--- src/rtl/core/mrc_pkg.sv ---
// ----------------------------------------------------------------------------
// mrc_pkg
// Shared types and constants for the masked rotation cursor.
// ----------------------------------------------------------------------------
`default_nettype none

package mrc_pkg;

	localparam int MAX_ORDER = 256;
	localparam int MAX_IDS   = 256;
	localparam int POS_W     = $clog2(MAX_ORDER);
	localparam int LEN_W     = POS_W + 1;
	localparam int ID_W      = $clog2(MAX_IDS);
	localparam int OFF_W     = 8;
	localparam int OP_W      = 2;

	typedef enum logic [OP_W-1:0] {
		OP_WR_SLOT = 2'd0,
		OP_WR_EXCL = 2'd1,
		OP_QUERY   = 2'd2
	} op_t;

	typedef enum logic [2:0] {
		S_IDLE,
		S_RD,
		S_MK,
		S_EV,
		S_EMPTY
	} state_t;

	typedef struct packed {
		logic [OP_W-1:0]         op;
		logic [POS_W-1:0]        slot;
		logic [ID_W-1:0]         entry_id;
		logic                    exclude_bit;
		logic signed [OFF_W-1:0] offset;
	} item_t;

	typedef struct packed {
		logic            found;
		logic [ID_W-1:0] chosen_id;
	} result_t;

	typedef struct packed {
		logic             tab_we;
		logic             msk_we;
		logic [POS_W-1:0] wslot;
		logic [ID_W-1:0]  wid;
		logic             wbit;
		logic             tab_re;
		logic [POS_W-1:0] raddr;
		logic             msk_re;
	} store_req_t;

	typedef struct packed {
		logic [ID_W-1:0] tab_rdata;
		logic            eligible;
	} store_rsp_t;

endpackage

`default_nettype wire

--- src/rtl/core/mrc_step.sv ---
// ----------------------------------------------------------------------------
// mrc_step
// Shared position stepper: one slot forward or backward with wrap-around
// over the slots in use.
// ----------------------------------------------------------------------------
`default_nettype none

module mrc_step (
	input  wire logic [mrc_pkg::POS_W-1:0] pos,
	input  wire logic [mrc_pkg::POS_W-1:0] last,
	input  wire logic                      backward,
	output logic      [mrc_pkg::POS_W-1:0] next
);
	import mrc_pkg::*;

	// wrap at either end of the used range
	always_comb begin
		if (backward) begin
			next = (pos == '0) ? last : pos - 1'b1;
		end else begin
			next = (pos == last) ? '0 : pos + 1'b1;
		end
	end

endmodule

`default_nettype wire

--- src/rtl/core/mrc_store.sv ---
// ----------------------------------------------------------------------------
// mrc_store
// Order table memory and exclusion mask memory. The mask read is addressed
// by the registered table read data, so one slot is looked up in two reads.
// ----------------------------------------------------------------------------
`default_nettype none

module mrc_store (
	input  wire logic                clk,
	input  wire logic                arst_n,
	input  wire mrc_pkg::store_req_t req,
	output mrc_pkg::store_rsp_t      rsp
);
	import mrc_pkg::*;

	logic [ID_W-1:0]    tab_mem [MAX_ORDER];
	logic               msk_mem [MAX_IDS];
	logic [MAX_IDS-1:0] vld_q;
	logic [ID_W-1:0]    tab_rd_q;
	logic               msk_rd_q;
	logic               vld_rd_q;

	// table and mask ports, read data registered
	always_ff @(posedge clk) begin
		if (req.tab_we) begin
			tab_mem[req.wslot] <= req.wid;
		end
		if (req.tab_re) begin
			tab_rd_q <= tab_mem[req.raddr];
		end
		if (req.msk_we) begin
			msk_mem[req.wid] <= req.wbit;
		end
		if (req.msk_re) begin
			msk_rd_q <= msk_mem[tab_rd_q];
			vld_rd_q <= vld_q[tab_rd_q];
		end
	end

	// mark mask entries written since reset; others read as not excluded
	always_ff @(posedge clk or negedge arst_n) begin
		if (!arst_n) begin
			vld_q <= '0;
		end else if (req.msk_we) begin
			vld_q[req.wid] <= 1'b1;
		end
	end

	assign rsp.tab_rdata = tab_rd_q;
	assign rsp.eligible  = !(msk_rd_q && vld_rd_q);

endmodule

`default_nettype wire

--- src/rtl/core/mrc_ctrl.sv ---
// ----------------------------------------------------------------------------
// mrc_ctrl
// Query sequencer. A scan pass over all used slots finds the anchor and the
// first and last eligible entries; when both were seen, a walk pass then
// steps slot by slot with the shared stepper past enough eligible entries.
// ----------------------------------------------------------------------------
`default_nettype none

module mrc_ctrl (
	input  wire logic                      clk,
	input  wire logic                      arst_n,
	input  wire logic                      start,
	input  wire mrc_pkg::item_t            item,
	input  wire logic [mrc_pkg::LEN_W-1:0] len,
	output logic                           busy,
	output logic                           done,
	output mrc_pkg::result_t               result,
	output mrc_pkg::store_req_t            req,
	input  wire mrc_pkg::store_rsp_t       rsp
);
	import mrc_pkg::*;

	state_t           state_q, state_d;
	logic             done_q;
	result_t          res_q;

	logic [POS_W-1:0] pos_q, last_q, anc_pos_q;
	logic [ID_W-1:0]  anchor_id_q, first_id_q, last_id_q;
	logic [OFF_W-1:0] mag_q, rem_q;
	logic             neg_q, walk_q, back_q;
	logic             any_q, first_seen_q, anc_found_q;

	logic [LEN_W-1:0] n_act;
	logic [OFF_W-1:0] off_u, mag_d;
	logic             mag_nz;
	logic             elig;
	logic [ID_W-1:0]  d;
	logic             any_n, first_seen_n, anc_found_n, hit, scan_end;
	logic [ID_W-1:0]  first_id_n, last_id_n;
	logic [POS_W-1:0] anc_pos_n;
	logic [POS_W-1:0] step_in, step_out;
	logic             step_back;
	logic             fin, fin_found;
	logic [ID_W-1:0]  fin_id;
	logic             query_go;

	// clamp the length and take the offset apart
	assign n_act    = (len > LEN_W'(MAX_ORDER)) ? LEN_W'(MAX_ORDER) : len;
	assign off_u    = item.offset;
	assign mag_d    = off_u[OFF_W-1] ? (~off_u + 1'b1) : off_u;
	assign mag_nz   = (mag_q != '0);
	assign query_go = (state_q == S_IDLE) && start && (item.op == OP_QUERY);

	// per-slot evaluation of the scan pass
	assign elig         = rsp.eligible;
	assign d            = rsp.tab_rdata;
	assign any_n        = any_q || elig;
	assign first_seen_n = first_seen_q || elig;
	assign first_id_n   = (!first_seen_q && elig) ? d : first_id_q;
	assign last_id_n    = elig ? d : last_id_q;
	assign hit          = !anc_found_q && (d == anchor_id_q);
	assign anc_found_n  = anc_found_q || hit;
	assign anc_pos_n    = hit ? pos_q : anc_pos_q;
	assign scan_end     = (pos_q == last_q);

	// shared stepper: scan forward, then the walk start, then the walk
	assign step_in   = (!walk_q && scan_end) ? anc_pos_n : pos_q;
	assign step_back = walk_q ? back_q : (scan_end && neg_q && mag_nz);

	mrc_step u_step (
		.pos      (step_in),
		.last     (last_q),
		.backward (step_back),
		.next     (step_out)
	);

	// next state, store requests and finish decision
	always_comb begin
		state_d    = state_q;
		req        = '0;
		req.wslot  = item.slot;
		req.wid    = item.entry_id;
		req.wbit   = item.exclude_bit;
		req.raddr  = pos_q;
		fin        = 1'b0;
		fin_found  = 1'b0;
		fin_id     = '0;
		unique case (state_q)
			S_IDLE: begin
				if (start) begin
					unique case (item.op)
						OP_WR_SLOT: req.tab_we = 1'b1;
						OP_WR_EXCL: req.msk_we = 1'b1;
						OP_QUERY:   state_d = (n_act == '0) ? S_EMPTY : S_RD;
						default:    state_d = S_IDLE;
					endcase
				end
			end
			S_RD: begin
				req.tab_re = 1'b1;
				state_d    = S_MK;
			end
			S_MK: begin
				req.msk_re = 1'b1;
				state_d    = S_EV;
			end
			S_EV: begin
				state_d = S_RD;
				if (!walk_q) begin
					if (scan_end && !any_n) begin
						fin     = 1'b1;
						state_d = S_IDLE;
					end else if (scan_end && !anc_found_n) begin
						fin       = 1'b1;
						fin_found = 1'b1;
						fin_id    = neg_q ? last_id_n : first_id_n;
						state_d   = S_IDLE;
					end
				end else if (elig && rem_q == OFF_W'(1)) begin
					fin       = 1'b1;
					fin_found = 1'b1;
					fin_id    = d;
					state_d   = S_IDLE;
				end
			end
			S_EMPTY: begin
				fin     = 1'b1;
				state_d = S_IDLE;
			end
			default: state_d = S_IDLE;
		endcase
	end

	// state register and result strobe
	always_ff @(posedge clk or negedge arst_n) begin
		if (!arst_n) begin
			state_q <= S_IDLE;
			done_q  <= 1'b0;
		end else begin
			state_q <= state_d;
			done_q  <= fin;
		end
	end

	// hold the result beat
	always_ff @(posedge clk) begin
		if (fin) begin
			res_q.found     <= fin_found;
			res_q.chosen_id <= fin_id;
		end
	end

	// sequencer working registers
	always_ff @(posedge clk or negedge arst_n) begin
		if (!arst_n) begin
			pos_q        <= '0;
			last_q       <= '0;
			anc_pos_q    <= '0;
			anchor_id_q  <= '0;
			first_id_q   <= '0;
			last_id_q    <= '0;
			mag_q        <= '0;
			rem_q        <= '0;
			neg_q        <= 1'b0;
			walk_q       <= 1'b0;
			back_q       <= 1'b0;
			any_q        <= 1'b0;
			first_seen_q <= 1'b0;
			anc_found_q  <= 1'b0;
		end else if (query_go) begin
			pos_q        <= '0;
			last_q       <= POS_W'(n_act - 1'b1);
			anchor_id_q  <= item.entry_id;
			neg_q        <= off_u[OFF_W-1];
			mag_q        <= mag_d;
			walk_q       <= 1'b0;
			any_q        <= 1'b0;
			first_seen_q <= 1'b0;
			anc_found_q  <= 1'b0;
		end else if (state_q == S_EV && !walk_q) begin
			any_q        <= any_n;
			first_seen_q <= first_seen_n;
			first_id_q   <= first_id_n;
			last_id_q    <= last_id_n;
			anc_found_q  <= anc_found_n;
			anc_pos_q    <= anc_pos_n;
			if (scan_end) begin
				// set up the walk from the anchor
				walk_q <= 1'b1;
				back_q <= neg_q && mag_nz;
				pos_q  <= mag_nz ? step_out : anc_pos_n;
				rem_q  <= mag_nz ? mag_q : OFF_W'(1);
			end else begin
				pos_q <= step_out;
			end
		end else if (state_q == S_EV) begin
			// advance the walk, count eligible slots passed
			if (elig) begin
				rem_q <= rem_q - 1'b1;
			end
			pos_q <= step_out;
		end
	end

	assign busy   = (state_q != S_IDLE);
	assign done   = done_q;
	assign result = res_q;

endmodule

`default_nettype wire

--- src/rtl/core/masked_rotation_cursor.sv ---
// ----------------------------------------------------------------------------
// masked_rotation_cursor
// Rotation order cursor with a per-id exclusion mask.
// ----------------------------------------------------------------------------
// Usage:
//   An item beat is taken when start is high and busy is low. Op 0 writes
//   one order table slot and op 1 one exclusion bit; both complete in the
//   cycle they are taken, give no result and leave busy low. Op 3 is
//   dropped. Op 2 is a query: busy rises and stays high until its result.
//   A query result is shown on result for one cycle with done high; the
//   receiver cannot hold it off. order_length is written through cfg_we/cfg_wdata;
//   the user does so only while idle, which the block itself does not enforce.
// Timing:
//   Each slot is looked at by a table read, a mask read and a decision.
//   A query runs one scan pass over all n used slots, then a walk of w
//   slots from the anchor; done is registered from the decision on the
//   last slot (from S_EMPTY when n is 0), and busy falls with it, so the
//   next beat can be taken while done is high. w is 0 when the anchor is
//   absent or nothing is eligible; otherwise w is at least 1 and grows
//   with |offset| and the share of excluded slots.
// Reset:
//   order_length and the exclusion mask clear at once; table slots are
//   undefined until written. No clearing pass is needed.
// ----------------------------------------------------------------------------
`default_nettype none

module masked_rotation_cursor (
	input  wire logic                      clk,
	input  wire logic                      arst_n,
	input  wire logic                      start,
	output logic                           busy,
	input  wire mrc_pkg::item_t            item,
	output logic                           done,
	output mrc_pkg::result_t               result,
	input  wire logic                      cfg_we,
	input  wire logic [mrc_pkg::LEN_W-1:0] cfg_wdata
);
	import mrc_pkg::*;

	logic [LEN_W-1:0] len_q;
	store_req_t       req;
	store_rsp_t       rsp;

	// order length register
	always_ff @(posedge clk or negedge arst_n) begin
		if (!arst_n) begin
			len_q <= '0;
		end else if (cfg_we) begin
			len_q <= cfg_wdata;
		end
	end

	mrc_ctrl u_ctrl (
		.clk    (clk),
		.arst_n (arst_n),
		.start  (start),
		.item   (item),
		.len    (len_q),
		.busy   (busy),
		.done   (done),
		.result (result),
		.req    (req),
		.rsp    (rsp)
	);

	mrc_store u_store (
		.clk    (clk),
		.arst_n (arst_n),
		.req    (req),
		.rsp    (rsp)
	);

endmodule

`default_nettype wire

--- config.mk ---
export PLATFORM = sky130hd
export DESIGN_NAME = masked_rotation_cursor
export DESIGN_NICKNAME = d
export VERILOG_FILES = /design/src/rtl/core/mrc_pkg.sv /design/src/rtl/core/mrc_step.sv /design/src/rtl/core/mrc_store.sv /design/src/rtl/core/mrc_ctrl.sv /design/src/rtl/core/masked_rotation_cursor.sv
export SDC_FILE = /design/constraint.sdc
export NUM_CORES = 2
export LEC_CHECK = 0
export ABC_AREA = 0
export BUFFER_PORTS_ARGS = -buffer_cell sky130_fd_sc_hd__buf_2
export CORE_ASPECT_RATIO = 0.75
export CORE_MARGIN = 5
export CORE_UTILIZATION = 45
export DETAILED_ROUTE_END_ITERATION = 6
export PLACE_DENSITY = 0.71
export SETUP_SLACK_MARGIN = 0.15
export SYNTH_ARGS = -nofsm -noshare
export SYNTH_HDL_FRONTEND = slang
export SYNTH_SLANG_ARGS = --single-unit
--- constraint.sdc ---
create_clock -name clk -period 3.75 [get_ports clk]
set_clock_uncertainty 0.05 [all_clocks]
set_input_delay 0.9375 -clock clk [delete_from_list [all_inputs] [get_ports clk]]
set_output_delay 0.9375 -clock clk [all_outputs]
set_load 0.005 [all_outputs]
==> impl_results.md <==
- Worst-margin pin slew: about 1.2 ns
- Type of the worst min-delay path: input port to async pin
- Share of cells above drive strength 1: 0.354
- Largest delay share family, worst path: multiplexers
- Wirelength per Cell: 28.1 um
- Final core occ: 0.520
- 1st-pass router iterations: 6
- Final setup viols: 0
- Maxcap violations: 0
- CP max stage cell: mux4_2
- DP Area: 0.113 mm2
- Cts-stage hold buffer count: 0
- Syn avg cell area: 20.4 um2
- Via-per-instance ratio: 5.97
- FFs w/ async S/R, synth: 0.127
- Minimum clock period: around 3.5 ns
- Syn_nets: 5216
- Layout Area Growth over Synthesis: 15.5%
- First-pass GRT wire length: 374 mm
- Yosys top cell area share: 0.661
- Antenna viol nets, final: 0
- Area leader, netlist: edfxtp_1
- # nets final: 5755
- Leakage power: 41.2 nW
- Largest net degree at the start of global routing: 206
- Relative slew slack: 0.200
- Die width: 569 um
- Critical Path AT: 4.05 ns
- R2R Setup Slk: ~0.27 ns
- EDFF count, synth: 2323
- Worst path required time: 4.31 ns
- RSZ-0062 raised after global routing: yes
- Total placed cells including tap cells: about 8600
- CTS buffer count: between 200 and 300
- Initial antenna violation count: 10
- Row count: 154
- DRC viols: 0
- CP endpoint kind: register
- Post-route cell area: 0.122 mm2
- GRT overflow: 0
- Cells after Synth: 5169
- Hold_ws: between 0.01 and 0.015 ns
- CTS sink cnt: 2662
- H-tree depth: 5
- Seq cells post-synth: 2662
- VDD IR max: 0.671 mV
- Vias post-DR: 53800
- Element type at the critical path start: register
- Die height: roughly 430 um
- Top cells by area, synth: edfxtp_1 (66%), mux4_2 (18%), dfrtp_1 (8.0%), nor2_1 (2.0%), or2_2 (1.5%)
- Post-Syn Area: 0.105 mm2
- Final TNS setup: 0 ns
- Status: finished clean
- Crit-path most repeated cell: mux4_2
- Core area: 0.234 mm2
- Pwr per Cell Area: 663 mW/mm2
- Full die area: between 0.2 and 0.25 mm2
- Clk pin slew, worst setup/hold paths: ~0.06 ns
- CTS tree: yes
- Synth warnings: 0
- Iteration-0 DRC Markers: 7125
- Part of the Yosys area used for sequential elements: 0.742
- Critical path class: register to register
- Post-Layout Cell Count: 9023
- Worst-Skew Late Latency: 0.84 ns
- CP max stage delay: 0.61 ns
- Worst Path Buf+Inv: 3
- Final period util: 0.929
- FMAX: 0.287 GHz
- Clock Tree Root: clkbuf_16
- Final number of max-transition violations: 0
- Aggregate routed wire length: roughly 250 mm
- Crit-path max FO: 16
- Starting Density: 0.451
- Worst-path cell chain: buf_16 > buf_16 > buf_12 > mux4_2 > mux4_2 > mux4_2 > a22oi_1 > nand2_1
- Deepest clock path buffer count: 4
- Count leader, synth: edfxtp_1
- # IOs: 51
- Worst R2R Path Depth: 8
- Vias in the first global route: 54200
- Worst R2R End: u_store.tab_rd_q[4]
- Dpl hpwl: 156 mm
- Worst r2r src: u_ctrl.pos_q[0]
- Primary FF master, synth: edfxtp_1
- Post-synth cell types: between 50 and 60
- Tot GR Track Use: 0.206
- Final Hold Fails: 0
- Routability cong.: a little over 0.8
- Input/output buffers: 50
- Synth top cells by count: edfxtp_1 (2323), mux4_2 (840), nor2_1 (568)
==> sequential cells by signal (all words and copies together), names as in the netlist, 9 cells and up <==
| signal | cells |
|---|---|
| u_store.vld_q | 256 |
| u_store.msk_mem | 256 |
| len_q | 9 |
| u_store.tab_mem | 2048 |
| u_ctrl.result | 9 |
==> routing by layer <==
metal | track usage | share of wire
met2 | 0.303 | 0.45
met4 | 0.0488 | 0.022
met5 | 0 | 0.00010
met1 | 0.315 | 0.41
met3 | 0.0489 | 0.11
==> worst register-to-register path, stage by stage (launching register included) <==
cell	delay, ns
dfrtp_4	0.53
buf_16	0.24
buf_16	0.29
buf_12	0.20
mux4_2	0.55
mux4_2	0.61
mux4_2	0.53
a22oi_1	0.15
nand2_1	0.08
==> per-stage QoR <==
stage	setup slack [ns]	power (mW)
6_report	0.265	80.8
5_1_grt	0.139	83.9
4_1_cts	0.182	81.2
3_5_place_dp	0.205	54.8
3_3_place_gp	0.135	54.6
2_1_floorplan	0.344	47.3
==> where the power goes <==
part | internal, mW | switching, mW | total (mW)
sequential | 32.7 | 0.511 | 33.3
combinational | 10.4 | 10.8 | 21.1
clock | 15.4 | 11.1 | 26.4
==> worst max-delay path by stage <==
stage                     from                  end  slack [ns]  cells after the start
4_1_cts        u_ctrl.pos_q[0]  u_store.tab_rd_q[0]        0.18                      8
3_3_place_gp   u_ctrl.pos_q[0]      u_ctrl.pos_q[3]        0.14                     12
6_report       u_ctrl.pos_q[0]  u_store.tab_rd_q[4]        0.27                      8
3_5_place_dp   u_ctrl.pos_q[0]  u_store.tab_rd_q[0]        0.20                      8
5_1_grt        u_ctrl.pos_q[0]      u_ctrl.pos_q[6]        0.14                     14
2_1_floorplan  u_ctrl.pos_q[7]      u_ctrl.pos_q[3]        0.34                     13
==> placed cells by master (no fill, tap or decap), types with 18 or more instances in the layout <==
master	instances
mux2_2	35
mux4_2	840
buf_12	48
a22oi_1	19
a21oi_1	30
buf_4	465
o21ai_0	42
nand2_1	132
nor3_1	28
nor2b_1	19
clkbuf_16	282
dfrtp_1	333
buf_2	40
xnor2_1	25
nand3_1	40
nor2_1	567
or2_2	259
xor2_1	22
clkinv_1	42
edfxtp_1	2323
bufinv_16	21
clkbuf_1	57
clkinv_2	20
clkbuf_8	18
==> repair_timing <==
action / in CTS / in global routing
resized for setup: 0 / 12
setup endpoints to repair: 0 / 8
buffers inserted: 0 / 2
==> layout make-up <==
type	instances	area [um2]
multi-input cells	2189	26000
clock inverters	110	1200
repair buffers	573	5040
flip-flops and latches	2662	78300
clock buffers	351	7390
well taps	3120	3900
fillers	17800	112000
inverters	16	60.1
diodes	2	5.00
==> kinds of logic (layout without fill, tap and decap cells) <==
logic type               Yosys count  in the layout  share of synthesized area
adder cells (fa/ha/maj)            7              7                   0.000830
XOR/XNOR                          48             48                    0.00406
buffers and inverters            318           1050                     0.0123
AND/OR/NAND/NOR                 1107           1107                     0.0487
AO/OA/AOI/OAI                    141            141                    0.00840
flip-flops                      2662           2662                      0.742
other                              0              2                          0
multiplexers                     886            886                      0.184
No activity file was read; power rests on OpenSTA's default activity.
